<file path="config.mk">
export PLATFORM = sky130hd
export DESIGN_NAME = srecord_stream_decoder_top
export DESIGN_NICKNAME = d
export VERILOG_FILES = /design/src/hdl/srd_pkg.sv /design/src/hdl/srd_front.sv /design/src/hdl/srd_queue.sv /design/src/hdl/srd_back.sv /design/src/hdl/srecord_stream_decoder_top.sv
export SDC_FILE = /design/constraint.sdc
export NUM_CORES = 1
export LEC_CHECK = 0
export ABC_AREA = 1
export BUFFER_PORTS_ARGS = -buffer_cell sky130_fd_sc_hd__buf_4
export CORE_MARGIN = 2
export CORE_UTILIZATION = 50
export CTS_BUF_LIST = sky130_fd_sc_hd__clkbuf_8
export CTS_CLUSTER_SIZE = 40
export DETAILED_ROUTE_END_ITERATION = 7
export PLACE_DENSITY_LB_ADDON = 0.1
export SYNTH_ARGS = -nofsm -noshare
export SYNTH_HDL_FRONTEND = slang
export SYNTH_SLANG_ARGS = --single-unit
</file>
<file path="constraint.sdc">
create_clock -name clk -period 5.25 [get_ports clk]
set_clock_uncertainty 0.15 [all_clocks]
set_input_delay 1.3125 -clock clk [delete_from_list [all_inputs] [get_ports clk]]
set_output_delay 1.3125 -clock clk [all_outputs]
set_load 0.02 [all_outputs]
</file>
<file path="src/hdl/srd_pkg.sv">
`default_nettype none

package srd_pkg;

    localparam int OFFSET_WIDTH = 32;
    localparam int QUEUE_DEPTH  = 4;
    localparam int QUEUE_AW     = $clog2(QUEUE_DEPTH);

    localparam logic [2:0] KIND_DATA = 3'd0;
    localparam logic [2:0] KIND_OK   = 3'd1;
    localparam logic [2:0] KIND_CSUM = 3'd2;
    localparam logic [2:0] KIND_FMT  = 3'd3;
    localparam logic [2:0] KIND_END  = 3'd4;

    localparam logic [0:0] CFG_STRICT     = 1'd0;
    localparam logic [0:0] CFG_COUNT_ONLY = 1'd1;

    localparam logic [7:0] CHAR_S  = 8'h53;
    localparam logic [7:0] CHAR_CR = 8'h0d;
    localparam logic [7:0] CHAR_LF = 8'h0a;
    localparam logic [7:0] SUM_OK  = 8'hff;

    typedef struct packed {
        logic       mode;
        logic [7:0] character;
    } in_t;

    typedef struct packed {
        logic [2:0]  kind;
        logic [7:0]  data_byte;
        logic [31:0] address;
        logic [3:0]  record_type;
        logic [7:0]  payload_length;
        logic [31:0] stream_offset;
    } out_t;

    // classified character handed from front to back
    typedef struct packed {
        logic       rewind;
        logic       is_s;
        logic       is_cr;
        logic       is_lf;
        logic       hex_ok;
        logic [3:0] hex_val;
        logic       digit_ok;
        logic [3:0] digit;
        logic [2:0] addr_len;   // zero for an invalid record type
    } token_t;

endpackage

`default_nettype wire

</file>
<file path="src/hdl/srd_front.sv">
`default_nettype none

module srd_front
    import srd_pkg::*;
(
    input  wire logic   in_valid,
    output logic        in_stall,
    input  wire in_t    in_data,
    input  wire logic   queue_full,
    output logic        push,
    output token_t      token
);

    logic [7:0] c;

    assign c        = in_data.character;
    assign in_stall = queue_full;
    assign push     = in_valid && !queue_full;

    always_comb
    begin
        token          = '0;
        token.rewind   = in_data.mode;
        token.is_s     = (c == CHAR_S);
        token.is_cr    = (c == CHAR_CR);
        token.is_lf    = (c == CHAR_LF);
        token.digit_ok = (c >= 8'h30) && (c <= 8'h39);
        token.digit    = token.digit_ok ? 4'(c - 8'h30) : 4'd0;
        if (token.digit_ok)
        begin
            token.hex_ok  = 1'b1;
            token.hex_val = 4'(c - 8'h30);
        end
        else if ((c >= 8'h41) && (c <= 8'h46))
        begin
            token.hex_ok  = 1'b1;
            token.hex_val = 4'(c - 8'h37);
        end
        else if ((c >= 8'h61) && (c <= 8'h66))
        begin
            token.hex_ok  = 1'b1;
            token.hex_val = 4'(c - 8'h57);
        end
        unique case (c)
            8'h30, 8'h31, 8'h35, 8'h39: token.addr_len = 3'd2;
            8'h32, 8'h38:               token.addr_len = 3'd3;
            8'h33, 8'h37:               token.addr_len = 3'd4;
            default:                    token.addr_len = 3'd0;
        endcase
    end

endmodule

`default_nettype wire

</file>
<file path="src/hdl/srd_queue.sv">
`default_nettype none

module srd_queue
    import srd_pkg::*;
(
    input  wire logic   clk,
    input  wire logic   rst_n,
    input  wire logic   push,
    input  wire token_t push_data,
    input  wire logic   pop,
    output logic        full,
    output logic        empty,
    output token_t      head
);

    token_t                slot_reg [QUEUE_DEPTH];
    logic [QUEUE_AW-1:0]   wr_ptr_reg;
    logic [QUEUE_AW-1:0]   rd_ptr_reg;
    logic [QUEUE_AW:0]     count_reg;
    logic                  do_pop;

    assign full   = (count_reg == (QUEUE_AW+1)'(QUEUE_DEPTH));
    assign empty  = (count_reg == '0);
    assign head   = slot_reg[rd_ptr_reg];
    assign do_pop = pop && !empty;

    always_ff @(posedge clk)
    begin
        if (push)
        begin
            slot_reg[wr_ptr_reg] <= push_data;
        end
    end

    always_ff @(posedge clk or negedge rst_n)
    begin
        if (!rst_n)
        begin
            wr_ptr_reg <= '0;
            rd_ptr_reg <= '0;
            count_reg  <= '0;
        end
        else
        begin
            if (push)
            begin
                wr_ptr_reg <= (wr_ptr_reg == QUEUE_AW'(QUEUE_DEPTH - 1)) ? '0
                              : wr_ptr_reg + 1'b1;
            end
            if (do_pop)
            begin
                rd_ptr_reg <= (rd_ptr_reg == QUEUE_AW'(QUEUE_DEPTH - 1)) ? '0
                              : rd_ptr_reg + 1'b1;
            end
            if (push && !do_pop)
            begin
                count_reg <= count_reg + 1'b1;
            end
            else if (do_pop && !push)
            begin
                count_reg <= count_reg - 1'b1;
            end
        end
    end

endmodule

`default_nettype wire

</file>
<file path="src/hdl/srd_back.sv">
`default_nettype none

module srd_back
    import srd_pkg::*;
(
    input  wire logic   clk,
    input  wire logic   rst_n,
    input  wire logic   strict_checksum,
    input  wire logic   count_only,
    input  wire logic   queue_empty,
    input  wire token_t tok,
    output logic        pop,
    output logic        out_valid,
    input  wire logic   out_stall,
    output out_t        out_data
);

    typedef enum logic [3:0] {
        PH_HUNT,
        PH_TYPE,
        PH_LEN,
        PH_ADDR,
        PH_DATA,
        PH_SUM,
        PH_END,
        PH_ENDLF,
        PH_SKIP
    } phase_t;

    phase_t                   phase_reg, phase_next;
    logic [3:0]               type_reg, type_next;
    logic [3:0]               high_reg, high_next;
    logic                     pend_reg, pend_next;
    logic [7:0]               left_reg, left_next;
    logic [2:0]               alen_reg, alen_next;
    logic [31:0]              addr_reg, addr_next;
    logic [7:0]               sum_reg, sum_next;
    logic [7:0]               idx_reg, idx_next;
    logic [OFFSET_WIDTH-1:0]  total_reg, total_next;
    logic                     stopped_reg, stopped_next;
    logic                     out_valid_reg;
    out_t                     out_data_reg;

    logic                     res_valid;
    out_t                     res;
    logic [7:0]               byte_val;
    logic                     data_type;
    logic [31:0]              total_out;

    assign pop       = !queue_empty && (!out_valid_reg || !out_stall);
    assign out_valid = out_valid_reg;
    assign out_data  = out_data_reg;
    assign byte_val  = {high_reg, tok.hex_val};
    assign data_type = (type_reg >= 4'd1) && (type_reg <= 4'd3);
    assign total_out = 32'(total_reg);

    always_comb
    begin
        phase_next   = phase_reg;
        type_next    = type_reg;
        high_next    = high_reg;
        pend_next    = pend_reg;
        left_next    = left_reg;
        alen_next    = alen_reg;
        addr_next    = addr_reg;
        sum_next     = sum_reg;
        idx_next     = idx_reg;
        total_next   = total_reg;
        stopped_next = stopped_reg;
        res_valid    = 1'b0;
        res          = '0;

        if (tok.rewind)
        begin
            phase_next   = PH_HUNT;
            type_next    = '0;
            high_next    = '0;
            pend_next    = 1'b0;
            left_next    = '0;
            alen_next    = '0;
            addr_next    = '0;
            sum_next     = '0;
            idx_next     = '0;
            total_next   = '0;
            stopped_next = 1'b0;
        end
        else if (!stopped_reg)
        begin
            unique case (phase_reg)
                PH_HUNT:
                begin
                    if (!tok.is_s)
                    begin
                        stopped_next      = 1'b1;
                        res_valid         = 1'b1;
                        res.kind          = KIND_END;
                        res.stream_offset = total_out;
                    end
                    else
                    begin
                        addr_next  = '0;
                        sum_next   = '0;
                        idx_next   = '0;
                        type_next  = '0;
                        pend_next  = 1'b0;
                        phase_next = PH_TYPE;
                    end
                end
                PH_TYPE:
                begin
                    type_next = tok.digit;
                    if (tok.addr_len == 3'd0)
                    begin
                        phase_next        = PH_SKIP;
                        pend_next         = 1'b0;
                        res_valid         = 1'b1;
                        res.kind          = KIND_FMT;
                        res.address       = addr_reg;
                        res.record_type   = tok.digit;
                        res.stream_offset = total_out;
                    end
                    else
                    begin
                        alen_next  = tok.addr_len;
                        phase_next = PH_LEN;
                    end
                end
                PH_LEN, PH_ADDR, PH_DATA, PH_SUM:
                begin
                    if (!tok.hex_ok)
                    begin
                        phase_next        = PH_SKIP;
                        pend_next         = 1'b0;
                        res_valid         = 1'b1;
                        res.kind          = KIND_FMT;
                        res.address       = addr_reg;
                        res.record_type   = type_reg;
                        res.stream_offset = total_out;
                    end
                    else if (!pend_reg)
                    begin
                        high_next = tok.hex_val;
                        pend_next = 1'b1;
                    end
                    else
                    begin
                        pend_next = 1'b0;
                        sum_next  = sum_reg + byte_val;
                        priority case (phase_reg)
                            PH_LEN:
                            begin
                                if (byte_val < ({5'd0, alen_reg} + 8'd1))
                                begin
                                    phase_next        = PH_SKIP;
                                    res_valid         = 1'b1;
                                    res.kind          = KIND_FMT;
                                    res.address       = addr_reg;
                                    res.record_type   = type_reg;
                                    res.stream_offset = total_out;
                                end
                                else
                                begin
                                    left_next  = byte_val - {5'd0, alen_reg} - 8'd1;
                                    phase_next = PH_ADDR;
                                end
                            end
                            PH_ADDR:
                            begin
                                addr_next = {addr_reg[23:0], byte_val};
                                alen_next = alen_reg - 3'd1;
                                if (alen_reg == 3'd1)
                                begin
                                    phase_next = (left_reg == 8'd0) ? PH_SUM : PH_DATA;
                                end
                            end
                            PH_DATA:
                            begin
                                if (data_type)
                                begin
                                    if (!count_only)
                                    begin
                                        res_valid         = 1'b1;
                                        res.kind          = KIND_DATA;
                                        res.data_byte     = byte_val;
                                        res.address       = addr_reg + {24'd0, idx_reg};
                                        res.record_type   = type_reg;
                                        res.stream_offset = total_out;
                                    end
                                    total_next = total_reg + 1'b1;
                                end
                                idx_next  = idx_reg + 8'd1;
                                left_next = left_reg - 8'd1;
                                if (left_reg == 8'd1)
                                begin
                                    phase_next = PH_SUM;
                                end
                            end
                            default:
                            begin
                                phase_next = PH_END;
                            end
                        endcase
                    end
                end
                PH_END, PH_ENDLF:
                begin
                    if ((phase_reg == PH_END) && tok.is_cr)
                    begin
                        phase_next = PH_ENDLF;
                    end
                    else
                    begin
                        phase_next        = PH_HUNT;
                        res_valid         = 1'b1;
                        res.kind          = (!count_only && (sum_reg != SUM_OK))
                                            ? KIND_CSUM : KIND_OK;
                        res.address       = addr_reg;
                        res.record_type   = type_reg;
                        res.payload_length = data_type ? idx_reg : 8'd0;
                        res.stream_offset = total_out;
                        if ((res.kind == KIND_CSUM) && strict_checksum)
                        begin
                            stopped_next = 1'b1;
                        end
                    end
                end
                default:
                begin
                    if (tok.is_lf)
                    begin
                        phase_next = PH_HUNT;
                    end
                end
            endcase
        end
    end

    always_ff @(posedge clk or negedge rst_n)
    begin
        if (!rst_n)
        begin
            phase_reg     <= PH_HUNT;
            type_reg      <= '0;
            high_reg      <= '0;
            pend_reg      <= 1'b0;
            left_reg      <= '0;
            alen_reg      <= '0;
            addr_reg      <= '0;
            sum_reg       <= '0;
            idx_reg       <= '0;
            total_reg     <= '0;
            stopped_reg   <= 1'b0;
            out_valid_reg <= 1'b0;
        end
        else if (pop)
        begin
            phase_reg     <= phase_next;
            type_reg      <= type_next;
            high_reg      <= high_next;
            pend_reg      <= pend_next;
            left_reg      <= left_next;
            alen_reg      <= alen_next;
            addr_reg      <= addr_next;
            sum_reg       <= sum_next;
            idx_reg       <= idx_next;
            total_reg     <= total_next;
            stopped_reg   <= stopped_next;
            out_valid_reg <= res_valid;
        end
        else if (!out_stall)
        begin
            out_valid_reg <= 1'b0;
        end
    end

    always_ff @(posedge clk)
    begin
        if (pop)
        begin
            out_data_reg <= res;
        end
    end

endmodule

`default_nettype wire

</file>
<file path="src/hdl/srecord_stream_decoder_top.sv">
`default_nettype none

// S-record decoder: one ASCII character beat per cycle while the queue has
// room. A front stage classifies each character and writes it to a
// four-entry queue; the record FSM behind it retires one queued character per
// cycle, unless the output stalls a held result, into a result register, which
// takes each result at the edge that pops its character. The input stalls only
// while the queue is full, i.e. when the output side has held off. A beat
// with mode set rewinds the stream.

module srecord_stream_decoder_top
    import srd_pkg::*;
(
    input  wire logic        clk,
    input  wire logic        rst_n,
    input  wire logic        in_valid,
    output logic             in_stall,
    input  wire in_t         in_data,
    output logic             out_valid,
    input  wire logic        out_stall,
    output out_t             out_data,
    input  wire logic        cfg_write_en,
    input  wire logic [0:0]  cfg_index,
    input  wire logic        cfg_data
);

    logic   strict_reg;
    logic   count_only_reg;
    logic   push;
    logic   pop;
    logic   full;
    logic   empty;
    token_t push_tok;
    token_t head_tok;

    always_ff @(posedge clk or negedge rst_n)
    begin
        if (!rst_n)
        begin
            strict_reg     <= 1'b0;
            count_only_reg <= 1'b0;
        end
        else if (cfg_write_en)
        begin
            unique case (cfg_index)
                CFG_STRICT:     strict_reg     <= cfg_data;
                CFG_COUNT_ONLY: count_only_reg <= cfg_data;
                default:        ;
            endcase
        end
    end

    srd_front u_front (
        .in_valid   (in_valid),
        .in_stall   (in_stall),
        .in_data    (in_data),
        .queue_full (full),
        .push       (push),
        .token      (push_tok)
    );

    srd_queue u_queue (
        .clk       (clk),
        .rst_n     (rst_n),
        .push      (push),
        .push_data (push_tok),
        .pop       (pop),
        .full      (full),
        .empty     (empty),
        .head      (head_tok)
    );

    srd_back u_back (
        .clk             (clk),
        .rst_n           (rst_n),
        .strict_checksum (strict_reg),
        .count_only      (count_only_reg),
        .queue_empty     (empty),
        .tok             (head_tok),
        .pop             (pop),
        .out_valid       (out_valid),
        .out_stall       (out_stall),
        .out_data        (out_data)
    );

endmodule

`default_nettype wire

</file>
Word level (Yosys, flattened, before mapping)
Memories as Yosys holds them, arrays and structs flattened.
Index checks and enable logic that the tools add are counted.
{"block": "word_totals", "regBits": 202, "ramBits": 68, "n_memories": 1, "out_inout_bits": 89}
{"block": "op_classes", "bitwise_logic": 7, "magnitude_cmp": 9, "n_reduce_logical": 56, "addsub": 16, "n_eq_ne": 39, "n_mux": 128}
{"memory": "u_queue.slot_reg", "words": 4, "word_bits": 17, "read_ports": 1, "rd_clocked_by_memory_dff": 0, "wr": 1, "line": "srd_queue.sv:16", "source": "token_t slot_reg [QUEUE_DEPTH];"}
{"op": "$mux W32", "count": 20}
{"op": "$mux W8", "count": 18}
{"op": "$pmux W32 S2", "count": 2}
{"op": "$pmux W32 S4", "count": 1}
{"op": "$mux W36", "count": 3}
{"op": "$pmux W36 S3", "count": 1}
{"op": "$mux W47", "count": 2}
{"op": "$mux W4", "count": 19}
{"op": "$mux W76", "count": 1}
{"op": "$pmux W36 S2", "count": 1}
{"op": "$eq A8 B6 Y1 const B", "count": 8}
{"op": "$pmux W8 S2", "count": 3}
{"op": "$mux W44", "count": 1}
{"op": "$reduce_and A7 Y1", "count": 6}
{"op": "$mux W3", "count": 12}
{"op": "$add A32 B1 Y32 const B", "count": 1}
{"op": "$add A32 B8 Y32", "count": 1}
{"op": "$mux W1", "count": 25}
{"op": "$ne A3 B2 Y1 const B", "count": 6}
{"op": "$eq A4 B3 Y1 const B", "count": 4}
{"op": "$eq A8 B4 Y1 const B", "count": 2}
{"op": "$ge A8 B7 Y1 const B", "count": 2}
{"op": "$le A8 B7 Y1 const B", "count": 2}
{"op": "$pmux W4 S4", "count": 1}
{"op": "other kinds (58)", "count": 113}

Depth between registers and ports, before layout
{"block": "depth", "depth_word": 10, "mapped_depth": 20, "depth_no_buf": 17}

By module
A second synthesis with hierarchy kept.
{"block": "unflattened", "cells_unflattened": 1869, "area_unflattened_um2": 15531.1}
{"module": "srd_back", "seq_area_each_um2": 5265.0, "n_inst": 1, "area_per_inst_um2": 11842.6, "cells_per_inst": 1537}
{"module": "srd_queue", "seq_area_each_um2": 2217.1, "n_inst": 1, "area_per_inst_um2": 3191.8, "cells_per_inst": 254}
{"module": "srd_front", "seq_area_each_um2": 0.0, "n_inst": 1, "area_per_inst_um2": 410.4, "cells_per_inst": 67}
{"module": "srecord_stream_decoder_top", "seq_area_each_um2": 50.0, "n_inst": 1, "area_per_inst_um2": 86.3, "cells_per_inst": 11}

Worst setup path after synthesis
No wires, ideal clock.
{"block": "synth_path", "kind": "input -> register", "startpoint": "in out_stall", "endpoint": "reg u_back.out_data_reg (netlist bit u_back.out_data[0]), enable pin", "setup_ps": 444, "t_arrival_ps": 3286, "slack_ps": 1370, "path_stages": 3, "path_cell_list": "nand2_1 -> o31ai_2 -> inv_1"}
{"block": "synth_via", "elab_chain_cells": 3}
{"item": "start, declared", "line": "srecord_stream_decoder_top.sv:20", "source": "input wire logic out_stall,"}
{"item": "$logic_not A1 Y1", "line": "srd_back.sv:50", "source": "assign pop = !queue_empty && (!out_valid_reg || !out_stall);"}
{"item": "$logic_or A1 B1 Y1", "line": "srd_back.sv:50"}
{"item": "$logic_and A1 B1 Y1", "line": "srd_back.sv:50"}
{"item": "named net pop", "line": "srecord_stream_decoder_top.sv:30", "source": "logic pop;"}
{"item": "end signal, assigned", "line": "srd_back.sv:280", "source": "out_data_reg <= res;"}
{"item": "end, declared", "line": "srd_back.sv:42", "source": "out_t out_data_reg;"}
The timed path passes the listed nets, and every way through them passes these cells.
A chain may end at the register's enable or synchronous reset.

==> metrics.json <==
{
  "clockBufferDepth": 3,
  "via_count": 12500,
  "drv_cap": 0,
  "cts.hold.buffers_added": 0,
  "cts.htree.levels": 2,
  "design.final.nets": 1937,
  "die_area_mm2": 0.0312,
  "largest_reg_flops": 87,
  "detailedPlacementHpwl_um": 27600,
  "ys_ff_latch": 266,
  "fraction_of_registers_with_async_set_reset_pct": 43.2,
  "seq_area_mm2": 0.00741,
  "tns_ns": 0,
  "tritoncts": "built",
  "power_per_cell_area_mw_per_mm2": 563,
  "critical_path_buf_inv_count": 3,
  "mappedNetlistArea_mm2": 0.0149,
  "finalWirelength_um": 39000,
  "final-instance-count-excl-fill": 2303,
  "globalplace.congestion": 0.933,
  "worstMarginPinSlew_ns": 0.983,
  "outcome": "finished clean",
  "drive_gt1_share_pct": 13.5,
  "crit_path_max_incr_delay_ns": 0.62,
  "holdCritPathClass": "register to register",
  "layout.filler_cells": 2746,
  "global_route_wire_length_before_repair_um": 63000,
  "rsz_0062_raised_after_global_routing": "false",
  "setup.reg_to_reg.worst_slack_ns": 0.92,
  "slew_viol_final": 0,
  "dominantRegCellSynth": "edfxtp_1",
  "cp_data_required_time_ns": 5.40,
  "yosys_warnings": 0,
  "critical_path_class": "register to register",
  "synth-edff-count": 151,
  "worst_setup_path_start_kind": "register",
  "die_width_um": 177,
  "critPathSlowestCell": "dfrtp_1",
  "final-hold-violation-count": 0,
  "sequence_of_cells_on_the_critical_path": "inv_2 -> nand3_1 -> nand2_1 -> inv_1 -> ha_1 -> inv_1 -> o21bai_1 -> nand3_1 -> nand4_1 -> nand2_1 -> nand3_2 -> nand4_2 -> nand2_2 -> nor2_1",
  "clock_pin_slew_on_the_worst_setup_and_hold_paths_ns": 0.06,
  "layout-area-overhead-vs-synth_pct": 12.7,
  "synth.top_cell.area_share_pct": 30.4,
  "max-vdd-ir-drop_mv": 0.542,
  "antenna_left": 0,
  "yosys-top-cells-area": "edfxtp_1 (30%), dfrtp_1 (19%), nand2_1 (10%)",
  "netlist-cell-type-count": 52,
  "antenna_found_initial": 1,
  "clkLatencyLatePin_ns": 0.57,
  "grt_start_max_net_pins": 65,
  "ctsResizeCount": 0,
  "core_mm2": 0.0295,
  "post-place-cells": 2221,
  "grt_pass1_vias": 12100,
  "die_height_um": 177,
  "floorplan.io_pins": 105,
  "syn_inst": 1779,
  "slew_headroom_pct": 34.4,
  "placement_rows": 63,
  "leading_cell_types_in_the_layout_fill_and_taps_excluded": "nand2_1 (414), inv_1 (215), nand3_1 (193)",
  "layout_worst_path_cycle_share_pct": 82.5,
  "cts_made_buffers": 45,
  "global_routing_usage_summed_across_all_routing_layers_pct": 25.4,
  "wire_per_inst_um": 16.9,
  "cellLeakagePower_nw": 7.32,
  "post_cts_buffers": 0,
  "critical_path.top_delay_family": "simple AND/OR/NAND/NOR gates",
  "antenna_cells": 0,
  "drtIter0Drc": 980,
  "start_util_pct": 50.5,
  "end_kind": "register",
  "grt.overflow.total": 0,
  "cts_sinks": 266,
  "synth.largest_area_cell": "edfxtp_1",
  "port_buffers": 104,
  "fmaxAchievable_ghz": 0.231,
  "critPathArrivalTime_ns": 4.48,
  "finalCriticalPeriod_ns": 4.33,
  "synth.net_count": 1838,
  "finalSetupViolations": 0,
  "drt_drc_violations_left": 0,
  "firstDrtPassIters": 8,
  "cts-root-buf": "clkbuf_8",
  "path_max_fanout": 21,
  "synth.yosys.seq_area_share_pct": 49.7,
  "multiInputGateArea_mm2": 0.00631,
  "syn_area_per_cell_um2": 8.38,
  "mostFrequentLayoutCell": "nand2_1",
  "vias_per_cell": 5.45
}
tightest hold or removal path, cell delays in order, from the launching register on:
cell,delay [ns]
dfrtp_1,0.37
nand2_1,0.06
nand2_1,0.06
path summary, 6_finish.rpt:
kind	from	to	cells after the start
worst max register to register	u_queue.rd_ptr_reg[1]	u_back.out_data[6]	14
worst min-delay path	u_back.sum_reg[0]	u_back.sum_reg[0]	2
worst min register to register	u_back.sum_reg[0]	u_back.sum_reg[0]	2
worst max-delay path	u_queue.rd_ptr_reg[1]	u_back.out_data[6]	14
max in group asynchronous	rst_n	u_back.high_reg[3]	2
min in group asynchronous	rst_n	u_queue.wr_ptr_reg[0]	1
kinds of logic after synthesis:
logic type               after synthesis  synth area share (%)
AND/OR/NAND/NOR                      888                  26.2
AO/OA/AOI/OAI                        280                  10.8
buffers and inverters                277                  7.95
flip-flops                           266                  49.7
adder cells (fa/ha/maj)               43                  3.81
XOR/XNOR                              24                  1.41
multiplexers                           1                0.0756
routing by layer:
| metal | part of all wire, % | vias up | track usage (%) |
|---|---|---|---|
| met5 | 0 | - | 0 |
| met4 | 2.7 | 0 | 8.88 |
| met3 | 6.8 | 79 | 4.62 |
| met2 | 45 | 426 | 40.5 |
| met1 | 45 | 5855 | 35.1 |
| li1 | - | 6187 | - |
layout make-up:
type / count / area share (%)
sequential: 266 / 44.1
multi-input combinational: 1236 / 37.6
timing repair buffer: 113 / 5.13
inverter: 216 / 4.87
clock buffer: 52 / 4.26
tap: 390 / 2.91
clock inverter: 30 / 1.10
metrics by stage:
| step | instance area (um2) | worst slack [ns] | hold WS (ns) | utilization (%) | power [mW] |
|---|---|---|---|---|---|
| 3_3_place_gp | 15900 | 1.03 | 0.344 | 53.9 | 7.57 |
| 2_1_floorplan | 14900 | 1.37 | 0.324 | - | 6.42 |
| 6_report | 16800 | 0.918 | 0.367 | 57.0 | 9.45 |
| 5_1_grt | 16800 | 0.430 | 0.397 | 57.0 | 10.1 |
| 4_1_cts | 16800 | 0.925 | 0.367 | 57.0 | 9.49 |
| 3_5_place_dp | 15900 | 0.930 | 0.353 | 53.9 | 7.63 |
cells in the mapped netlist (14+ instances only):
library cell,instances
dfrtp_1,115
xor2_1,15
nor3_1,36
o21ai_2,22
inv_1,202
nand4_1,43
buf_2,18
nand3_1,193
o21ai_1,14
clkbuf_1,20
o21ai_0,106
nor2_1,151
a21oi_1,95
ha_1,39
edfxtp_1,151
nand2_1,414
power by group:
part | switching [mW] | internal [mW]
Clock | 0.840 | 1.00
Combinational | 3.14 | 1.21
Sequential | 0.379 | 2.88
Power figures use the tool's default switching activity.
